--- config.mk ---
export PLATFORM = sky130hd
export DESIGN_NAME = llhm_ram
export DESIGN_NICKNAME = d
export VERILOG_FILES = /design/src/hw/rtl/llhm_ram.sv
export SDC_FILE = /design/constraint.sdc
export NUM_CORES = 1
export LEC_CHECK = 0
export BUFFER_PORTS_ARGS = -buffer_cell sky130_fd_sc_hd__buf_2
export CAP_MARGIN = 20
export CORE_ASPECT_RATIO = 0.5
export CORE_MARGIN = 2
export CORE_UTILIZATION = 65
export DETAILED_ROUTE_END_ITERATION = 12
export PLACE_DENSITY = 0.84
export SYNTH_ARGS = -nofsm -noshare
export SYNTH_HDL_FRONTEND = slang
export SYNTH_SLANG_ARGS = --single-unit
--- constraint.sdc ---
create_clock -name clk -period 2.6 [get_ports clk]
set_input_delay 0.13 -clock clk [delete_from_list [all_inputs] [get_ports clk]]
set_output_delay 0.13 -clock clk [all_outputs]
set_load 0.03 [all_outputs]
--- src/hw/rtl/llhm_ram.sv ---
// ----------------------------------------------------------------------------
// llhm_ram
// single write, single read synchronous memory with registered read data
// ----------------------------------------------------------------------------
module llhm_ram #(
  parameter int WIDTH = 8,
  parameter int DEPTH = 16,
  parameter int AW    = 4
) (
  input  logic             clk,
  input  logic             wr_en,
  input  logic [AW-1:0]    wr_addr,
  input  logic [WIDTH-1:0] wr_data,
  input  logic [AW-1:0]    rd_addr,
  output logic [WIDTH-1:0] rd_data
);

  logic [WIDTH-1:0] mem [DEPTH];

  always_ff @(posedge clk) begin
    if (wr_en) begin
      mem[wr_addr] <= wr_data;
    end
    rd_data <= mem[rd_addr];
  end

endmodule

Word level (Yosys, flattened, before mapping)
Memory sizes are Yosys's and may differ from the RTL's. A register that Yosys moved wholly into a read port is not among the register bits. Index checks and enable logic that the tools add are counted. W data, S select, Z words.

Register bits after elaboration: 0. Memory bits (writable): 128. Input port bits: 18. Output and inout bits: 8. Word-level logic and storage cells: 3. Memories: 1.

Multiplexer cells: 2.

Memory list: mem (words 16, bits a word 8, rd ports 1, clocked after memory_dff 1, write ports 1, line 18) `logic [WIDTH-1:0] mem [DEPTH];`.

Operator list (count): $mux W1 (2).

Longest topological paths before layout
Depth in word-level cells: 2. Gate-level depth with buffers: 5. Mapped depth without buffers: 3.

Worst setup path after synthesis
Ideal clock, no wire load.

Kind: input to register. Start: input wr_addr[2]. End: memory mem[0][0] (enable). Library setup time: 0.383 ns. Arrival: 1.240 ns. Data required time: 2.217 ns. Path slack: 0.977 ns. Cell stages on the path: 2. Path buffers: 0. Path through: or3b_2 nor3_1.

RTL lines: start, declared (line 12) `input logic [AW-1:0] wr_addr,`; end, declared (line 18).

Straight into the memory's write port.

==> summary.md <==
| Metric | Value |
|---|---|
| Crit Path Class | `input port to flop` |
| HPWL Detailed | `6.08 mm` |
| Post-DRT Antenna Nets | `0` |
| Post-CTS sizing | `0` |
| Drt total wl | `10.8 mm` |
| Starting Density | `0.688` |
| PortBufs | `25` |
| Maximum vdd drop | `0.581 mV` |
| Data arrival time of the worst path | `1.97 ns` |
| Worst skew pair latency | `0.41 ns` |
| Placed Cells | `362` |
| Internal power | `3.97 mW` |
| Largest delay contributor family on the critical path | `buffers and inverters` |
| Worst-margin pin slew | `0.908 ns` |
| Slew Limit Headroom | `0.392` |
| Met3 WL | `1.24 mm` |
| Area Growth Syn to Fin | `15.7%` |
| Reg area | `4000 sq um` |
| Unrepaired setup endpoints after global routing | `false` |
| Register share of total power | `0.495` |
| Vias in the first global route | `2578` |
| DR WL/cell | `27.4 um` |
| Min Tclk post-route | `1.68 ns` |
| # Post-CTS Setup Buffers | `0` |
| Clock root buffer | `clkbuf_16` |
| Reg clk slew, reported paths | `0.06 ns` |
| Design Power | `4.99 mW` |
| Pre-antenna DRT Iters | `5` |
| Combinational Power Share | `0.051` |
| Inserted Clock Buffers | `17` |
| Crit path buf inv count | `2` |
| Width of the die | `130 um` |
| Hold_buf cts | `0` |
| Sw Share | `0.205` |
| Critical Path RT | `2.89 ns` |
| GRT Overall Usage | `0.282` |
| Total gr overflow | `0` |
| Met1 WL | `4.40 mm` |
| Final hold viol count | `0` |
| Max Root-Sink Buffers | `2` |
| Distinct cells, synth | `19` |
| Initial antenna violation count | `0` |
| Yosys reg bits | `136` |
| CP cell instances | `buf_2, buf_4, mux4_1, a22oi_1, nand2_1` |
| Seq/Total Area, Yosys | `0.778` |
| Global-route wire length before repair | `16.2 mm` |
| Crit. End Element | `flop` |
| Nature of the critical path startpoint | `input port` |
| Yosys warns | `0` |
| Non-filler cells, final | `394` |
| Final period utilization | `0.646` |
| Fmax | `0.595 GHz` |
| Layout cells sized above 1 | `0.280` |
| Max-slew violations | `0` |
| Die height | `66.9 um` |
| Crit path max fanout | `19` |
| DRC errors left | `0` |
| Worst stage delay on the critical path | `0.61 ns` |
| Area of the multi-input gates | `1060 sq um` |
| Total number of vias | `2620` |
| Core area | `7490 sq um` |
| Top sig layer | `met4` |
| Design Area, Final | `5950 sq um` |
| H-tree levels | `4` |
| Min-delay worst type | `input port to flop` |
| CTS tree | `yes` |
| Leak pwr | `2.02 nW` |
| DP Area | `5400 sq um` |
| Reg2reg setup slack | `1.11 ns` |
| Syn Inst Count | `229` |
| Max-Cap Viols | `0` |
| Sink Count | `136` |
| I/O pin count | `26` |
| Largest net degree at the start of global routing | `33` |
| Fin Setup TNS | `0 ns` |
| Switch Pwr | `1.02 mW` |
| Cell area after synthesis | `5150 sq um` |
| Final setup fails | `0` |
| ANT cells | `0` |
| Syn Nets | `247` |
| Slowest cell on crit path | `mux4_1` |
| Layout Nets | `291` |
| Met2 routed WL | `4.98 mm` |
| Full die area | `8690 sq um` |
| Routability cong. | `0.775` |
| Worst Clk Skew | `0.00433 ns` |
| FP Rows | `22` |
| Final core utilization | `0.795` |
| PwrDens | `838 nW/um^2` |
| Outcome | `complete, no violations` |
| Layout fillers | `358` |
| Vias per cell | `6.65` |
| Clk pwr share | `0.453` |
| Drt first-iter violations | `376` |
| Syn Area/Cell | `22.5 sq um` |
## area by class of cell
cell class,count,share of cell area
Tap cell,108,0.0227
Clock inverter,10,0.0172
Sequential cell,136,0.673
Clock buffer,22,0.0763
Timing Repair Buffer,35,0.0336
Multi-Input combinational cell,83,0.178
## state kept, by name, indices dropped and copies added (netlist names)
signal	cells
mem	128
rd_data	8
## kinds of logic after synthesis
family / after synthesis / synth area share
mux: 32 / 0.150
compound gates: 16 / 0.0233
buf+inv: 10 / 0.0168
simple gates: 35 / 0.0318
flops: 136 / 0.778
## layout by cell type, fill, tap and decap left out, drive strengths merged
master	instances
a22oi	16
and2	1
and2b	1
buf	35
bufinv	2
clkbuf	22
clkinv	6
clkinvlp	2
dfxtp	8
edfxtp	128
mux4	32
nand2	9
nand2b	2
nand3	1
nand3b	2
nor2	13
nor2b	1
nor3	4
or3b	1
## worst reg2reg max path, stage by stage (launching register included)
cell and delay (ns):
edfxtp_1 0.37, mux4_1 0.51, a22oi_1 0.36, nand2_1 0.12
## routing by layer
layer,vias up,global-route usage
li1,1063,-
met1,1333,0.419
met2,200,0.403
met3,24,0.0916
met4,0,0.0981
met5,-,0
## per-stage QoR
| stage | worst slack [ns] | hold slack [ns] |
|---|---|---|
| floorplan | 0.977 | 0.229 |
| CTS | 0.920 | 0.0941 |
| finish | 0.919 | 0.104 |
| detailed placement | 0.572 | 0.523 |
| global placement | 0.607 | 0.514 |
| global route | 0.866 | 0.115 |
## worst paths after layout
path	startpoint	endpoint	cells past startpoint
setup / recovery	rd_addr[0]	rd_data[3]$_DFF_P_	5
hold / removal	wr_data[3]	mem[2][3]$_DFFE_PP_	1
setup reg to reg	mem[2][5]$_DFFE_PP_	rd_data[5]$_DFF_P_	3
hold reg to reg	mem[8][5]$_DFFE_PP_	rd_data[5]$_DFF_P_	3
## cell usage after synthesis
| library cell | n | share of area |
|---|---|---|
| edfxtp_1 | 128 | 0.75 |
| mux4_2 | 18 | 0.079 |
| a22oi_1 | 16 | 0.023 |
| mux4_1 | 14 | 0.071 |
| nor2_1 | 13 | 0.0095 |
| nand2_1 | 9 | 0.0066 |
| dfxtp_1 | 8 | 0.031 |
| nor3_1 | 4 | 0.0039 |
| buf_2 | 3 | 0.0029 |
| buf_6 | 3 | 0.0066 |
| clkdlybuf4s25_2 | 3 | 0.0058 |
| nand2b_1 | 2 | 0.0024 |
| nand3b_1 | 2 | 0.0029 |
| and2_1 | 1 | 0.0012 |
| and2b_1 | 1 | 0.0015 |
| buf_4 | 1 | 0.0015 |
| nand3_1 | 1 | 0.00097 |
| nor2b_1 | 1 | 0.0012 |
| or3b_2 | 1 | 0.0017 |
## power by group through the flow
stage	registers [mW]	clock network [mW]	logic, mW
after global routing	2.47	2.38	0.271
after detailed placement	2.51	0	0.246
after global placement	2.51	0	0.237
after floorplan	2.54	0	0.124
after CTS	2.47	2.28	0.254
final	2.47	2.26	0.257
Note: power is estimated with default switching activity, not from simulation.
