==> src/hw/rtl/llhm_pkg.sv <==
// ----------------------------------------------------------------------------
// llhm_pkg
// shared codes, field widths and register reset values of the link latency
// health monitor
// ----------------------------------------------------------------------------
package llhm_pkg;

  localparam int LAT_W    = 24;
  localparam int PCT_W    = 7;
  localparam int LIMIT_W  = 8;
  localparam int STREAK_W = 16;
  localparam int TOTAL_W  = 32;
  localparam int IDX_W    = 6;
  localparam int CFG_IDX_W = 3;

  // health codes
  localparam logic [1:0] HEALTH_OK      = 2'd0;
  localparam logic [1:0] HEALTH_WARN    = 2'd1;
  localparam logic [1:0] HEALTH_CRIT    = 2'd2;
  localparam logic [1:0] HEALTH_UNKNOWN = 2'd3;

  // register indexes
  localparam logic [CFG_IDX_W-1:0] REG_LAT_WARN  = 3'd0;
  localparam logic [CFG_IDX_W-1:0] REG_LAT_CRIT  = 3'd1;
  localparam logic [CFG_IDX_W-1:0] REG_LOSS_WARN = 3'd2;
  localparam logic [CFG_IDX_W-1:0] REG_LOSS_CRIT = 3'd3;
  localparam logic [CFG_IDX_W-1:0] REG_FAIL_LIM  = 3'd4;

  // register reset values
  localparam logic [LAT_W-1:0]   RST_LAT_WARN  = 24'd100000;
  localparam logic [LAT_W-1:0]   RST_LAT_CRIT  = 24'd500000;
  localparam logic [PCT_W-1:0]   RST_LOSS_WARN = 7'd5;
  localparam logic [PCT_W-1:0]   RST_LOSS_CRIT = 7'd20;
  localparam logic [LIMIT_W-1:0] RST_FAIL_LIM  = 8'd3;

  localparam logic [PCT_W-1:0] PCT_SCALE = 7'd100;

  // divider handshake
  typedef struct packed {
    logic busy;
    logic done;
  } div_status_t;

endpackage

==> src/hw/rtl/llhm_div.sv <==
// ----------------------------------------------------------------------------
// llhm_div
// restoring unsigned divider, one quotient bit per cycle
// ----------------------------------------------------------------------------
module llhm_div #(
  parameter int DW = 34,
  parameter int VW = 11
) (
  input  logic                   clk,
  input  logic                   rst,
  input  logic                   start,
  input  logic [DW-1:0]          dividend,
  input  logic [VW-1:0]          divisor,
  output llhm_pkg::div_status_t  status,
  output logic [DW-1:0]          quotient
);

  localparam int CW = $clog2(DW + 1);

  logic [VW-1:0] rem;
  logic [VW-1:0] dvs;
  logic [CW-1:0] count;
  logic          busy;
  logic          done;
  logic [VW:0]   shifted;
  logic          fits;

  assign shifted = {rem, quotient[DW-1]};
  assign fits    = shifted >= {1'b0, dvs};

  always_ff @(posedge clk) begin
    if (rst) begin
      busy  <= 1'b0;
      done  <= 1'b0;
      count <= '0;
    end else begin
      done <= 1'b0;
      if (start) begin
        busy  <= 1'b1;
        count <= CW'(DW);
      end else if (busy) begin
        count <= count - 1'b1;
        if (count == CW'(1)) begin
          busy <= 1'b0;
          done <= 1'b1;
        end
      end
    end
  end

  always_ff @(posedge clk) begin
    if (start) begin
      rem      <= '0;
      dvs      <= divisor;
      quotient <= dividend;
    end else if (busy) begin
      if (fits) begin
        rem <= VW'(shifted - {1'b0, dvs});
      end else begin
        rem <= shifted[VW-1:0];
      end
      quotient <= {quotient[DW-2:0], fits};
    end
  end

  assign status.busy = busy;
  assign status.done = done;

endmodule

==> config.mk <==
export PLATFORM = sky130hd
export DESIGN_NAME = llhm_div
export DESIGN_NICKNAME = d
export VERILOG_FILES = /design/src/hw/rtl/llhm_pkg.sv /design/src/hw/rtl/llhm_div.sv
export SDC_FILE = /design/constraint.sdc
export NUM_CORES = 1
export LEC_CHECK = 0
export ABC_CLOCK_PERIOD_IN_PS = 2800
export BUFFER_PORTS_ARGS = -buffer_cell sky130_fd_sc_hd__buf_2
export CORE_MARGIN = 2
export CORE_UTILIZATION = 55
export CTS_BUF_LIST = sky130_fd_sc_hd__clkbuf_4 sky130_fd_sc_hd__clkbuf_8
export DETAILED_ROUTE_END_ITERATION = 10
export PLACE_DENSITY = 0.92
export SLEW_MARGIN = 20
export SYNTH_ARGS = -nofsm -noshare
export SYNTH_HDL_FRONTEND = slang
export SYNTH_SLANG_ARGS = --single-unit
==> constraint.sdc <==
create_clock -name clk -period 2.8 [get_ports clk]
set_input_delay 0 -clock clk [delete_from_list [all_inputs] [get_ports clk]]
set_output_delay 0 -clock clk [all_outputs]
set_load 0.02 [all_outputs]
# Yosys cells after proc, flatten, opt, wreduce, memory -nomap -nowiden
# Index checks and enable logic that the tools add are counted.
[totals]
ram_bits = 0
register_bits = 64
input_bits = 48
wordCells = 24
memories = 0
output_inout_bits = 36
rom_bits = 0
latchBits = 0
[classes]
n_mux = 9
eq_ne = 1
magnitude_cmp = 1
n_shift = 0
n_addsub = 2
n_mul = 0
bitwise_logic = 1
n_reduce_logical = 3
div = 0
[ops]
columns = ["op", "n"]
rows = [
  ["$mux W34", 2],
  ["$ge A12 B11 Y1", 1],
  ["$mux W6", 2],
  ["$mux W11", 1],
  ["$sub A11 B11 Y11", 1],
  ["$eq A6 B1 Y1 const B", 1],
  ["$sub A6 B1 Y6 const B", 1],
  ["$mux W1", 4],
  ["$reduce_or A3 Y1", 1],
  ["$reduce_bool A2 Y1", 1],
  ["$reduce_or A2 Y1", 1],
  ["$not A1 Y1", 1],
]

# Longest topological paths before layout
# Gate-level depths: netlist of the first run.
[logic_depth]
word_depth = 4
mapped_depth = 10
ltp_nobuf = 9

# Least setup slack after synthesis of the first run
# Ideal clock, no wire load.
[synth_path]
path_type = "register to register"
from = "register quotient[33]"
to = "register rem[0]"
setup_ps = 79
slack_ps = 417
n_path_buf = 0
arrival_time_ps = 2303
period_less_slack_ps = 2383
required_ps = 2721
stages_incl_launch_ff = 10
cell_sequence = "edfxtp_1 inv_1 ha_1 fa_1 nor2b_4 o31a_1 o21ai_4 o21ai_2 mux2_4 a211oi_2"
[synth_via]
elab_chain_len = 2
word_cells_on_any_way = 3
cone_classes = "1 x add/sub; 1 x order compare; 1 x mux"
[synth_rtl]
columns = ["element", "line", "rtl"]
rows = [
  ["start: declaration", "llhm_div.sv:15", "output logic [DW-1:0] quotient"],
  ["start signal: assignment", "llhm_div.sv:55", "quotient <= dividend;"],
  ["start signal: assignment", "llhm_div.sv:62", "quotient <= {quotient[DW-2:0], fits};"],
  ["$sub A11 B11 Y11 / $ge A12 B11 Y1 (equally long branches)", "llhm_div.sv:58, llhm_div.sv:29", ""],
  ["$mux W11 (*)", "llhm_div.sv:57", "if (fits) begin"],
  ["end signal: assignment", "llhm_div.sv:58", "rem <= VW'(shifted - {1'b0, dvs});"],
  ["end signal: assignment", "llhm_div.sv:60", "rem <= shifted[VW-1:0];"],
  ["end: declaration", "llhm_div.sv:20", "logic [VW-1:0] rem;"],
]
# Every way passes the cells marked *; elsewhere a longest branch is shown, timed or not.
# A chain may end at the register's enable or synchronous reset.

# Final worst setup path of the first run
[layout_path]
from = "register dvs[0]"
to = "register rem[10]"
[layout_via]
elab_chain_len = 2
word_cells_on_any_way = 3
cone_classes = "1 x add/sub; 1 x order compare; 1 x mux"
[layout_rtl]
columns = ["element", "line", "rtl"]
rows = [
  ["start: declaration", "llhm_div.sv:21", "logic [VW-1:0] dvs;"],
  ["start signal: assignment", "llhm_div.sv:54", "dvs <= divisor;"],
  ["$sub A11 B11 Y11 / $ge A12 B11 Y1 (equally long branches)", "llhm_div.sv:58, llhm_div.sv:29", ""],
  ["$mux W11 (*)", "llhm_div.sv:57", ""],
]
# Marked as above.

==> impl_results.md, run 1 <==
* Tcrit/Tclk final at 95.20%
* R2r startpoint: dvs[0]$_DFFE_PP_
* Multi-input gate area at roughly 1400 um2
* Max Slew Vio Count at 0
* Worst skew pair latency at 0.35 ns
* Final setup viols at 0
* Vias in the first global route at roughly 2800
* Max_slew headroom at a little under half
* All-layer global routing usage at between 30% and 40%
* Pin count of the biggest net entering global routing at 38
* CP required at between 3 and 4 ns
* Fin Setup TNS at 0 ns
* Compound-Gate Fraction of Synth Area at under 10%
* Post-Place Cells at 409
* Worst hold path stage count at 3
* Area grow syn2layout at 34.63%
* Grt total ovfl at 0
* # DRC at 0
* PortBufs at 83
* Num Clock Sinks at between 60 and 70
* WP depth at 9
* Crit start category: flop
* Tmin final at 2.666 ns
* Ports at 84
* ANT cells at 0
* Post-DR wirelength/cell at approximately 20 um
* Fillers at 323
* Classification of the worst setup path: flop to flop
* Initial Utilization at between 50 and 60%
* Final Wtd Congestion at between 0.8 and 0.9
* Dpl hpwl at about 4900 um
* Most used cell, CP: o21ai_4
* Most frequent cells after synthesis: edfxtp_1, mux2_2, nor2_1, dfxtp_1, inv_1
* Fin. Hold Viols at 0
* Clk slew on worst S/H paths at about 0.080 ns
* Sequential share of the synthesized area at a little over half
* R2r worst-path depth at 9
* Mapped Cells at 264
* Share of layout cells above drive strength 1 at a little under two fifths
* CP Capture Type: flop
* Die X at between 80 and 90 um
* Most area-consuming cells after synthesis: edfxtp_1, mux2_2, dfxtp_1
* P_leak at between 1.5 and 2 nW
* Synth cell types at 51
* Maximum vdd ir drop at about 0.00047 V
* Mapped Nets at about 330
* CP cell instances: ha_1 -> fa_1 -> nor2b_4 -> o31a_1 -> o21ai_4 -> o21ai_4 -> buf_4 -> o21ai_1 -> a311oi_1
* Register area at about 1700 um2
* Combinational family with the most area after synthesis: multiplexers
* Skew final at roughly 0.012 ns
* Multiplexer area fraction after synthesis at about 14%
* Final Util at just under 80%
* CP arrival at 2.91 ns
* Post-Synth Simple-Gate Area at roughly an eighth
* Via-to-Cell Ratio at 5.860
* Pwr/cell area at roughly 610 nW/um2
* CP Buf/Inv Count at 1
* Initial antenna violation count at 0
* Post-Synthesis Cell Area at around 3200 um2
* CP peak stage delay at between 0.4 and 0.5 ns
* Most numerous cell in the Yosys netlist: edfxtp_1
* Power Total at about 0.0027 W
* Syn Area/Cell at 12.30 um2
* Post-route ant nets at 0
* Synth Warn # at 0
* Worst hold path class: input pin to flop
* Synth Register Bits at 64
* Root buf cell: clkbuf_8
* Worst hold margin at about 0.19 ns
* DR iter-0 viols at approximately 240
* Critical path origin: dvs[0]$_DFFE_PP_
* Post-synth top area share at 41.60%
* CP endpoint: rem[10]$_SDFFE_PP0P_
* Pre-Repair DR Iteration Count at 5
* Post-synth top flop: edfxtp_1
* DIE HEIGHT at 80.85 um
* Max capacitance violation total at 0
* Worst R2R Setup Slack at about 0.13 ns
* Worst-path fanout max at 8
* CTS buffer count at 9
* Layout net count at approximately 460
* Clock Tree Buf Depth at 2
* Worst slew pin tran at around 0.8 ns
* Xor/xnor share of the synthesized area at between 2 and 3%
* Final std cells w/o fill at 470
* Core box area at between 5000 and 6000 um2
* EDFF count, synth at 45
* RSZ-0062 raised after global routing: no
* TritonCTS clock tree: built
* Synth Area in Adders at 5.624%
* Post-CTS Setup Inserts at 0
* Row count at 27
* Synth area leader: edfxtp_1
* Vias post-DR at 2754
* RR Endpoint: rem[10]$_SDFFE_PP0P_
* CTS H-tree depth at 3
* Delay-heaviest family, CP: compound AO/OA/AOI/OAI gates
* First-pass GRT wire length at around 15000 um
* Total Die Area at around 6500 um2
* Fmax at between 300 and 400 MHz
* Async set-reset flop share out of synthesis at 0%
* Critical-path top delay cell: fa_1
* Routed WL at approximately 9400 um
* Status: finished clean
worst reg2reg max path, stage by stage, from the launching register on:
cell and delay (ns):
edfxtp_1 0.42, ha_1 0.25, fa_1 0.46, nor2b_4 0.15, o31a_1 0.23, o21ai_4 0.12, o21ai_4 0.33, buf_4 0.23
o21ai_1 0.08, a311oi_1 0.29
cells by family (layout without fill, tap and decap cells):
| group | Yosys count | after routing |
|---|---|---|
| XOR/XNOR | 10 | 10 |
| adder cells (fa/ha/maj) | 14 | 14 |
| buffers and inverters | 30 | 164 |
| AO/OA/AOI/OAI | 39 | 39 |
| AND/OR/NAND/NOR | 66 | 66 |
| multiplexers | 41 | 41 |
| flip-flops | 64 | 64 |
placed cells by master, fill, tap and decap left out, drive strengths merged, types with 3 or more instances in the layout:
master       netlist  final
ha                13     13
o21ai             10     10
nand3              3      3
edfxtp            45     45
clkbuf             9     10
dlygate4sd3        0     46
nor2              24     24
dfxtp             19     19
nand2              9      9
xnor2              9      9
a211oi             8      8
nor3               7      7
nand2b             6      6
mux2i              6      6
buf                5     87
mux2              35     35
o211ai             3      3
a21oi              7      7
inv               16     16
timing repair:
item / CTS / global route
resized for setup: 0 / 1
endpoints found under the hold margin: 53 / 0
setup endpoints to repair: 0 / 9
hold buffers: 46 / 0
flip-flops by register name, indices dropped and copies added, names as in the netlist:
| register | cells |
|---|---|
| done | 1 |
| quotient | 34 |
| dvs | 11 |
| count | 6 |
| rem | 11 |
| busy | 1 |
report_power, final:
group          internal (W)  leakage [nW]  switching (W)  total, W
sequential          0.00112         0.606      0.0000653   0.00119
combinational      0.000301          1.12       0.000373  0.000674
clock              0.000416        0.0918       0.000394  0.000810
layout make-up:
type | instances | share of cell area [%]
Clock buffer | 10 | 3.004
Clock inverter | 5 | 1.345
Inverter | 16 | 1.373
Multi-Input combinational cell | 170 | 31.90
Sequential cell | 64 | 39.60
Tap cell | 72 | 2.060
Timing Repair Buffer | 133 | 20.72
how the worst min path moves through the flow:
stage,from,to,slack (ns)
detailed placement,divisor[10],dvs[10]$_DFFE_PP_,0.18
CTS,start,rem[0]$_SDFFE_PP0P_,0.17
global placement,divisor[2],dvs[2]$_DFFE_PP_,0.18
global route,start,dvs[2]$_DFFE_PP_,0.21
floorplan,divisor[0],dvs[0]$_DFFE_PP_,0.1
finish,start,rem[0]$_SDFFE_PP0P_,0.19
per-layer routing:
metal | vias to the layer above | global-route usage (%) | share of wire [%]
met1 | 1319 | 35.99 | 37
met5 | - | 0 | 0
li1 | 1225 | - | -
met4 | 0 | 14.75 | 2.9
met3 | 36 | 8.444 | 8.6
met2 | 174 | 52.81 | 51
stage by stage:
step                      worst slack [ns]  area (um2)
after floorplan                     0.4175        3248
final                               0.1343        4373
after CTS                           0.1185        4365
after global placement              0.3018        3715
after global routing               0.01942        4373
after detailed placement            0.1623        3715
Note: power is estimated with default switching activity, not from simulation.
==> inputs of run 2 (changes only) <==
Settings changed: CORE_MARGIN 2 to 1, CORE_UTILIZATION 55 to 42, PLACE_DENSITY 0.92 to 0.75.
==> run 2 against run 1 <==
Final area grew 1.4%; flip-flop and latch count unchanged; worst hold slack worse by 0.026 ns; via count decreased by 7.7%; critical path depth increased by 1; global-route usage is 11 points lower; maximum frequency up 5.6%; sequential share of layout area fell by 0.56 points; count of clock-buffer cells in the layout down 1; critical path type unchanged; critical endpoint is now rem[8]$_SDFFE_PP0P_.
==> impl_results.md, run 2 (synthesized netlist as in run 1, its figures left out) <==
* Status: finished clean
* Total Die Area at about 8100 um2
* Via-to-Cell Ratio at between 5 and 6
* Tcrit/Tclk final at approximately 90%
* DP Area at about 3800 um2
* # DRC at 0
* Worst-path fanout max at 7
* Worst hold path stage count at 1
* Area grow syn2layout at 36.56%
* CTS buffer count at 9
* All-layer global routing usage at about 20%
* Post-DR wirelength/cell at roughly 15 um
* Vias post-DR at 2543
* CP Capture Type: flop
* Num Clock Sinks at 64
* Most frequent cells in the layout: buf_2, dlygate4sd3_1, edfxtp_1
* First-pass GRT wire length at approximately 13000 um
* Core box area at around 7400 um2
* Fin Setup TNS at 0 ns
* Ports at 84
* R2r worst-path depth at 10
* Largest register FFs at 34
* Post-CTS Setup Inserts at 0
* Vias in the first global route at approximately 2700
* Initial antenna violation count at 0
* Worst skew pair latency at roughly 0.34 ns
* Clock Tree Buf Depth at 2
* Worst slew pin tran at about 0.8 ns
* Layout net count at 457
* R2r startpoint: quotient[33]$_DFFE_PP_
* CP arrival at about 2.8 ns
* DIE HEIGHT at approximately 90 um
* RR Endpoint: rem[8]$_SDFFE_PP0P_
* Pre-Repair DR Iteration Count at 4
* Post-Place Cells at 437
* TritonCTS clock tree: built
* Skew final at about 0.0097 ns
* Share of layout cells above drive strength 1 at a little under two fifths
* Final Wtd Congestion at 0.8270
* RSZ-0062 raised after global routing: no
* # resized after CTS at 0
* Fillers at roughly 600
* Pwr/cell area at 612.2 nW/um2
* Clk slew on worst S/H paths at around 0.07 ns
* Die X at around 90 um
* Max_slew headroom at between 40 and 50%
* Final std cells w/o fill at about 500
* Row count at 31
* Grt total ovfl at 0
* Fin area at between 4000 and 5000 um2
* Worst hold margin at 0.1592 ns
* Post-route ant nets at 0
* Initial Utilization at between 40% and 50%
* Top reg by flops: quotient
* ANT cells at 0
* Max capacitance violation total at 0
* Crit start category: flop
* DR iter-0 viols at approximately 150
* Maximum vdd ir drop at between 0.0003 and 0.0004 V
* Biggest regs: quotient (34), dvs (11), rem (11)
* Commonest non-fill, non-tap cell in the layout: buf_2
* PortBufs at between 80 and 90
* Pin count of the biggest net entering global routing at 35
* Fmax at about 400 MHz
* P_leak at 1.839 nW
* Max Slew Vio Count at 0
* Final Util at between 60% and 70%
* Final setup viols at 0
* Worst R2R Setup Slack at about 0.28 ns
* Routed WL at ~7700 um
* Worst hold path class: input pin to flop
* Hold Startpoint: start
* Fin. Hold Viols at 0
* Hold endpoint: dvs[3]$_DFFE_PP_
* Dpl hpwl at roughly 4600 um
* Tmin final at between 2 and 3 ns
* Root buf cell: clkbuf_8
* Classification of the worst setup path: flop to flop
* CTS H-tree depth at 3
* CP required at 3.03 ns
[run 2: worst max-delay path by stage]
stage | start | endpoint | slack, ns | cells past startpoint
final | quotient[33]$_DFFE_PP_ | rem[8]$_SDFFE_PP0P_ | 0.28 | 10
after floorplan | quotient[33]$_DFFE_PP_ | rem[0]$_SDFFE_PP0P_ | 0.42 | 9
after global placement | quotient[33]$_DFFE_PP_ | rem[9]$_SDFFE_PP0P_ | 0.41 | 10
after global routing | quotient[33]$_DFFE_PP_ | rem[9]$_SDFFE_PP0P_ | 0.06 | 10
after CTS | quotient[33]$_DFFE_PP_ | rem[8]$_SDFFE_PP0P_ | 0.28 | 10
after detailed placement | quotient[33]$_DFFE_PP_ | rem[9]$_SDFFE_PP0P_ | 0.29 | 10
[run 2: timing repair]
item / CTS / global route
hold endpoints to repair: 53 / 0
endpoints found under the setup margin: 0 / 0
hold buffers: 46 / 0
[run 2: layout make-up]
cell class,instances,area (um2),area share (%)
Timing Repair Buffer,134,913.4,20.59
Multi-Input combinational cell,170,1388,31.28
Tap cell,99,123.9,2.793
Sequential cell,64,1732,39.04
Clock inverter,7,95.09,2.144
Clock buffer,9,123.9,2.793
Inverter,16,60.06,1.354
[run 2: stage by stage]
step	power, W	setup WS [ns]
finish	0.002715	0.2766
global placement	0.001757	0.4103
detailed placement	0.001773	0.2900
floorplan	0.001611	0.4175
global route	0.002838	0.06460
CTS	0.002715	0.2818
[run 2: where the power goes]
group	internal, W	total (W)	switching, W
combinational	0.000301	0.000643	0.000342
clock	0.000503	0.000897	0.000395
sequential	0.00112	0.00118	0.0000555
total	0.00192	0.00272	0.000792
[run 2: worst max-delay path: stages (launching register included)]
cell and delay (ns):
edfxtp_1 0.34, inv_1 0.06, ha_1 0.23, fa_1 0.45, nor2b_4 0.14, o31a_1 0.23
o21ai_4 0.12, o21ai_2 0.31, buf_4 0.23, mux2i_1 0.21, a211oi_1 0.09
[run 2: per-layer routing]
layer  share of wire [%]  global-route usage (%)
met1                  42                   23.35
met2                  50                   33.65
met3                 6.5                   8.122
met4                 1.4                   6.586
met5                   0                       0
